File: src/hdl/crcws_pkg.sv
// Shared constants, types and the CRC-32/MPEG-2 fold matrix.
`default_nettype none

package crcws_pkg;

	localparam int unsigned CRC_W = 32;
	localparam int unsigned BYTE_W = 8;
	localparam int unsigned PART_W = 24;

	localparam logic [CRC_W-1:0] CRC_POLY = 32'h04C1_1DB7;
	localparam logic [CRC_W-1:0] CRC_INIT = 32'hFFFF_FFFF;
	localparam logic [CRC_W-1:0] CRC_TOPBIT = 32'h8000_0000;

	typedef logic [CRC_W-1:0] crc_t;
	typedef logic [BYTE_W-1:0] byte_t;
	typedef logic [PART_W-1:0] part_t;
	typedef logic [1:0] bcount_t;
	typedef crc_t fold_cols_t [CRC_W];

	// 32 MSB-first polynomial steps; elaboration time only
	function automatic crc_t crc_steps(input crc_t v);
		crc_t c;
		c = v;
		for (int k = 0; k < CRC_W; k++) begin
			if ((c & CRC_TOPBIT) != '0) begin
				c = (c << 1) ^ CRC_POLY;
			end else begin
				c = c << 1;
			end
		end
		return c;
	endfunction

	// column i: image of a single set bit i under the 32-step fold
	function automatic fold_cols_t make_fold_cols();
		fold_cols_t cols;
		for (int i = 0; i < CRC_W; i++) begin
			cols[i] = crc_steps(crc_t'(1) << i);
		end
		return cols;
	endfunction

	localparam fold_cols_t FOLD_COLS = make_fold_cols();

endpackage

`default_nettype wire

File: src/hdl/crcws_ifs.sv
// Stream interfaces for message bytes in and CRC results out.
`default_nettype none

interface crcws_in_if;
	import crcws_pkg::*;
	logic  valid;
	logic  ready;
	byte_t data_byte;
	logic  has_byte;
	logic  last;
	modport source (output valid, output data_byte, output has_byte, output last, input ready);
	modport sink (input valid, input data_byte, input has_byte, input last, output ready);
endinterface

interface crcws_out_if;
	import crcws_pkg::*;
	logic valid;
	logic ready;
	crc_t crc_value;
	modport source (output valid, output crc_value, input ready);
	modport sink (input valid, input crc_value, output ready);
endinterface

`default_nettype wire

File: src/hdl/crcws_fold.sv
// XOR network: CRC xor word, advanced by 32 polynomial steps.
`default_nettype none

module crcws_fold (
	input  crcws_pkg::crc_t crc_in,
	input  crcws_pkg::crc_t word,
	output crcws_pkg::crc_t crc_out
);
	import crcws_pkg::*;

	crc_t x;

	assign x = crc_in ^ word;

	always_comb begin
		crc_out = '0;
		for (int i = 0; i < CRC_W; i++) begin
			if (x[i]) begin
				crc_out = crc_out ^ FOLD_COLS[i];
			end
		end
	end

endmodule

`default_nettype wire

File: src/hdl/crc32_word_stream_core.sv
// CRC-32/MPEG-2 over a byte stream, folded one 32-bit word at a time.
// Result path: the item with last set is registered in stage 1; the result register then
//   takes the CRC unless an earlier result is still waiting for its transfer.
// Throughput: one item per cycle, but stalled while a last item waits behind that earlier result;
//   the single XOR fold network sets the clock path.
// Reset: arst_n clears the pipeline valids, CRC to all ones, partial word and count to zero.
`default_nettype none

module crc32_word_stream_core (
	input  logic           clk,
	input  logic           arst_n,
	crcws_in_if.sink       item,
	crcws_out_if.source    result
);
	import crcws_pkg::*;

	logic    valid_s1;
	byte_t   data_s1;
	logic    has_s1;
	logic    last_s1;

	crc_t    crc_q;
	part_t   partial_q;
	bcount_t count_q;

	logic    out_valid_q;
	crc_t    crc_value_q;

	logic    consume;
	logic    full;
	logic    fold_en;
	part_t   sel_partial;
	bcount_t sel_cnt;
	crc_t    word;
	crc_t    fold_out;
	crc_t    crc_next;

	assign consume    = valid_s1 && (!last_s1 || !out_valid_q || result.ready);
	assign item.ready = !valid_s1 || consume;

	always_ff @(posedge clk or negedge arst_n) begin
		if (!arst_n) begin
			valid_s1 <= 1'b0;
		end else if (item.ready) begin
			valid_s1 <= item.valid;
		end
	end

	always_ff @(posedge clk) begin
		if (item.valid && item.ready) begin
			data_s1 <= item.data_byte;
			has_s1  <= item.has_byte;
			last_s1 <= item.last;
		end
	end

	assign full        = has_s1 && (count_q == 2'd3);
	assign sel_partial = has_s1 ? {partial_q[15:0], data_s1} : partial_q;
	assign sel_cnt     = has_s1 ? count_q + 2'd1 : count_q;
	assign fold_en     = full || (last_s1 && (sel_cnt != 2'd0));

	always_comb begin
		if (full) begin
			word = {partial_q, data_s1};
		end else begin
			case (sel_cnt)
				2'd1:    word = {sel_partial[7:0], 24'h0};
				2'd2:    word = {sel_partial[15:0], 16'h0};
				default: word = {sel_partial, 8'h0};
			endcase
		end
	end

	crcws_fold u_fold (
		.crc_in  (crc_q),
		.word    (word),
		.crc_out (fold_out)
	);

	assign crc_next = fold_en ? fold_out : crc_q;

	always_ff @(posedge clk or negedge arst_n) begin
		if (!arst_n) begin
			crc_q     <= CRC_INIT;
			partial_q <= '0;
			count_q   <= '0;
		end else if (consume) begin
			if (last_s1) begin
				crc_q     <= CRC_INIT;
				partial_q <= '0;
				count_q   <= '0;
			end else begin
				crc_q     <= crc_next;
				partial_q <= full ? '0 : sel_partial;
				count_q   <= sel_cnt;
			end
		end
	end

	always_ff @(posedge clk or negedge arst_n) begin
		if (!arst_n) begin
			out_valid_q <= 1'b0;
		end else if (consume && last_s1) begin
			out_valid_q <= 1'b1;
		end else if (result.ready) begin
			out_valid_q <= 1'b0;
		end
	end

	always_ff @(posedge clk) begin
		if (consume && last_s1) begin
			crc_value_q <= crc_next;
		end
	end

	assign result.valid     = out_valid_q;
	assign result.crc_value = crc_value_q;

endmodule

`default_nettype wire

File: src/flat_wrapper.sv
// flat-port wrapper written by rule: the top's interface ports become plain ports
module crc32_word_stream_core_flat import crcws_pkg::*;
  (clk, arst_n, item_valid, item_data_byte, item_has_byte, item_last, item_ready, result_valid, result_crc_value, result_ready);
  crcws_in_if item_i ();
  crcws_out_if result_i ();
  input  logic clk;
  input  logic arst_n;
  input wire logic [$bits(item_i.valid)-1:0] item_valid;
  input wire logic [$bits(item_i.data_byte)-1:0] item_data_byte;
  input wire logic [$bits(item_i.has_byte)-1:0] item_has_byte;
  input wire logic [$bits(item_i.last)-1:0] item_last;
  output wire logic [$bits(item_i.ready)-1:0] item_ready;
  output wire logic [$bits(result_i.valid)-1:0] result_valid;
  output wire logic [$bits(result_i.crc_value)-1:0] result_crc_value;
  input wire logic [$bits(result_i.ready)-1:0] result_ready;
  assign item_i.valid = item_valid;
  assign item_i.data_byte = item_data_byte;
  assign item_i.has_byte = item_has_byte;
  assign item_i.last = item_last;
  assign item_ready = item_i.ready;
  assign result_valid = result_i.valid;
  assign result_crc_value = result_i.crc_value;
  assign result_i.ready = result_ready;
  crc32_word_stream_core u_core (.clk(clk), .arst_n(arst_n), .item(item_i), .result(result_i));
endmodule
File: config.mk
export PLATFORM = sky130hd
export DESIGN_NAME = crc32_word_stream_core_flat
export DESIGN_NICKNAME = d
export VERILOG_FILES = /design/src/hdl/crcws_pkg.sv /design/src/hdl/crcws_ifs.sv /design/src/hdl/crcws_fold.sv /design/src/hdl/crc32_word_stream_core.sv /design/src/flat_wrapper.sv
export SDC_FILE = /design/constraint.sdc
export NUM_CORES = 1
export LEC_CHECK = 0
export ABC_AREA = 1
export BUFFER_PORTS_ARGS = -buffer_cell sky130_fd_sc_hd__buf_2
export CAP_MARGIN = 10
export CORE_ASPECT_RATIO = 1.25
export CORE_MARGIN = 4
export CORE_UTILIZATION = 50
export DETAILED_ROUTE_END_ITERATION = 10
export PLACE_DENSITY = 0.67
export SLEW_MARGIN = 30
export SYNTH_ARGS = -nofsm -noshare
export SYNTH_HDL_FRONTEND = slang
export SYNTH_SLANG_ARGS = --single-unit
File: constraint.sdc
create_clock -name clk -period 5.24 [get_ports clk]
set_clock_uncertainty 0.15 [all_clocks]
set_input_delay 0.524 -clock clk [delete_from_list [all_inputs] [get_ports clk]]
set_output_delay 0.524 -clock clk [all_outputs]
set_load 0.01 [all_outputs]
==> results.ini <==
[status]
outcome = complete, no violations

[setup_path]
critical_path_required_ns = 5.22
critPathLaunch = u_core.count_q[0]
rr_endpoint = u_core.result.crc_value[26]
cp_data_arrival_time_ns = 4.57
cp_max_fo = 16
cp-endpoint = u_core.result.crc_value[26]
end_kind = register
reg2reg_from = u_core.count_q[0]
r2r_slack_ns = 0.66
path_class = reg -> reg
reg2reg_depth = 20
cp-start-kind = register

[floorplanning]
die_w_um = 140
initial_utilization_pct = 50.7
dieArea_um2 = 24200
core-area_um2 = 21500
die_y_um = 173
num_rows = 60
ios = 48

[synth]
yosysSeqAreaShare_pct = 25.7
yosysWarnings = 0
synth.most_common_cell = nand2_1
ys_seq_elements = 102
synth_edf_count = 42
synth.area.top_cells = nand2_1, nand3_1, edfxtp_1
syn_avg_cell_area_um2 = 5.97
async_reset_ff_share_pct = 58.8
synth_top_cell_by_area = nand2_1
synth_fp_nets = 1844
syn_inst = 1826
yosys-top-cells-count = nand2_1, nand3_1, inv_1
synth_area_um2 = 10900
synth_top_area_share_pct = 31.3
ys_types = 40
ys.flop_type = edfxtp_1

[sta]
period_share_pct = 87.5
worst_pin_slew_ns = 0.887
rsz0062_at_grt = no
timing.fmax_mhz = 218
setup_tns_ns = 0
setup_slack_ns = 0.657
fin_crit_ns = 4.58
final_hold_viol_count = 0
setup_violations = 0
hold_slack_ns = 0.178
drv_slew = 0
relSlewSlack_pct = 40.8

[placed_design]
dp_hpwl_mm = 32.1
portBuffers = 47
pre_cts_ws_ns = 0.631
dp_cells = 2120
place.gp.congestion = 1.10

[clock_network]
clk_path_buf_depth = 2
clk-insertion-delay-late_ns = 0.37
clkTransAtPathRegs_ns = 0.09
post_cts_buffers = 0
ctsResizeCount = 0
cts_tree = done
cts_sinks = 102
numCtsBuffers = 9
cts-hold-fix-buffers = 0
htreeDepth = 3
clock-root-buffer = clkbuf_16

[grt]
grt_max_degree = 77
track_usage_pct = 35.2
grt_pass1_vias = 11178
grt_overflow_total = 0
antenna_found_initial = 0
grt_pass1_wl_mm = 64.9

[layout]
n_antenna_cell = 0
nets = 1870
drive_gt1_share_pct = 11.5
syn2layout_area_growth_pct = 6.70
final_cells = 2136

[detailed_routing]
firstDrtPassIters = 8
drt-initial-drc-count = 1141
vias = 12115
wl_per_cell_um = 20.1
ant_nets = 0
via_per_inst = 5.67
wirelength_mm = 42.9
drc = 0

[worst_hold_path]
min_path_type = in -> reg

[flow_run]
cap_violations = 0

metrics by stage:
stage | utilization, % | instance area (um2)
3_5_place_dp | 52.8 | 11300
6_report | 54.1 | 11600
3_3_place_gp | 52.8 | 11300
4_1_cts | 54.1 | 11600
2_1_floorplan | - | 10900
5_1_grt | 54.1 | 11600
layer usage:
layer | GRT usage (%) | up-vias | wire length (um)
li1 | - | 5825 | -
met1 | 44.6 | 5539 | 17000
met2 | 55.6 | 586 | 19000
met3 | 5.70 | 165 | 3640
met4 | 22.3 | 0 | 3270
met5 | 0 | - | 0
kinds of logic after synthesis:
family	after synthesis	synth area share, %
AOI/OAI and AO/OA	105	5.54
xor gates and xnor gates	80	8.02
adders and majority gates	4	0.459
buffers and inverters	230	8.97
DFF	102	25.7
and+or+nand+nor	1305	51.3
flip-flops by register name, indices dropped and copies added, names as in the netlist:
signal / cells
u_core.result.crc_value: 32
u_core.count_q: 2
u_core.crc_q: 32
u_core.last_s1: 1
u_core.data_s1: 8
u_core.has_s1: 1
u_core.valid_s1: 1
u_core.partial_q: 24
u_core.result.valid: 1
critical path: stages (launching register included):
cell,delay [ns]
dfrtp_1,0.40
ha_1,0.30
nand2_1,0.05
o21ai_0,0.12
ha_1,0.57
nor2_1,0.56
nand2_1,0.10
o21ai_1,0.12
or2_1,0.14
nand3_1,0.07
nand2_1,0.59
nand2_1,0.17
nand2_1,0.19
inv_1,0.07
nand2_1,0.11
nand2_1,0.11
nand2_1,0.07
nand2_1,0.06
nand2_1,0.07
nand3_1,0.13
and2_1,0.19
cell usage in the layout, fill, tap and decap left out, drive strengths merged:
cell,n
buf,63
o21ai,88
clkinvlp,1
a21oi,3
nand4,21
clkbuf,9
or2,6
inv,186
and2,13
a21o,2
nand3,277
nor2,11
nand3b,12
ha,4
edfxtp,42
nand2,965
clkinv,2
o22ai,2
dfstp,32
o21a,1
a21boi,9
dfrtp,28
xnor2,17
xor2,63
area by class of cell:
cell class                 count  area (um2)
fill                        2278        9850
multi-input combinational   1494        7130
sequential                   102        2800
inverter                     182         688
timing repair buffer          63         355
tap                          279         349
clock buffer                   9         225
clock inverter                 7        70.1
worst min path at each step:
stage,from,endpoint,slack [ns],cells past startpoint
6_report,item_data_byte[7],u_core.data_s1[7],0.18,1
3_3_place_gp,u_core.partial_q[16],u_core.partial_q[16],0.40,2
2_1_floorplan,arst_n,u_core.count_q[0],0.08,0
3_5_place_dp,u_core.result.valid,u_core.result.valid,0.40,2
4_1_cts,item_data_byte[6],u_core.data_s1[6],0.17,1
5_1_grt,item_data_byte[2],u_core.data_s1[2],0.16,1
Power is left out: the tool's default activity adds up to more than one toggle a clock period on the data nets, which glitch-free logic cannot reach.
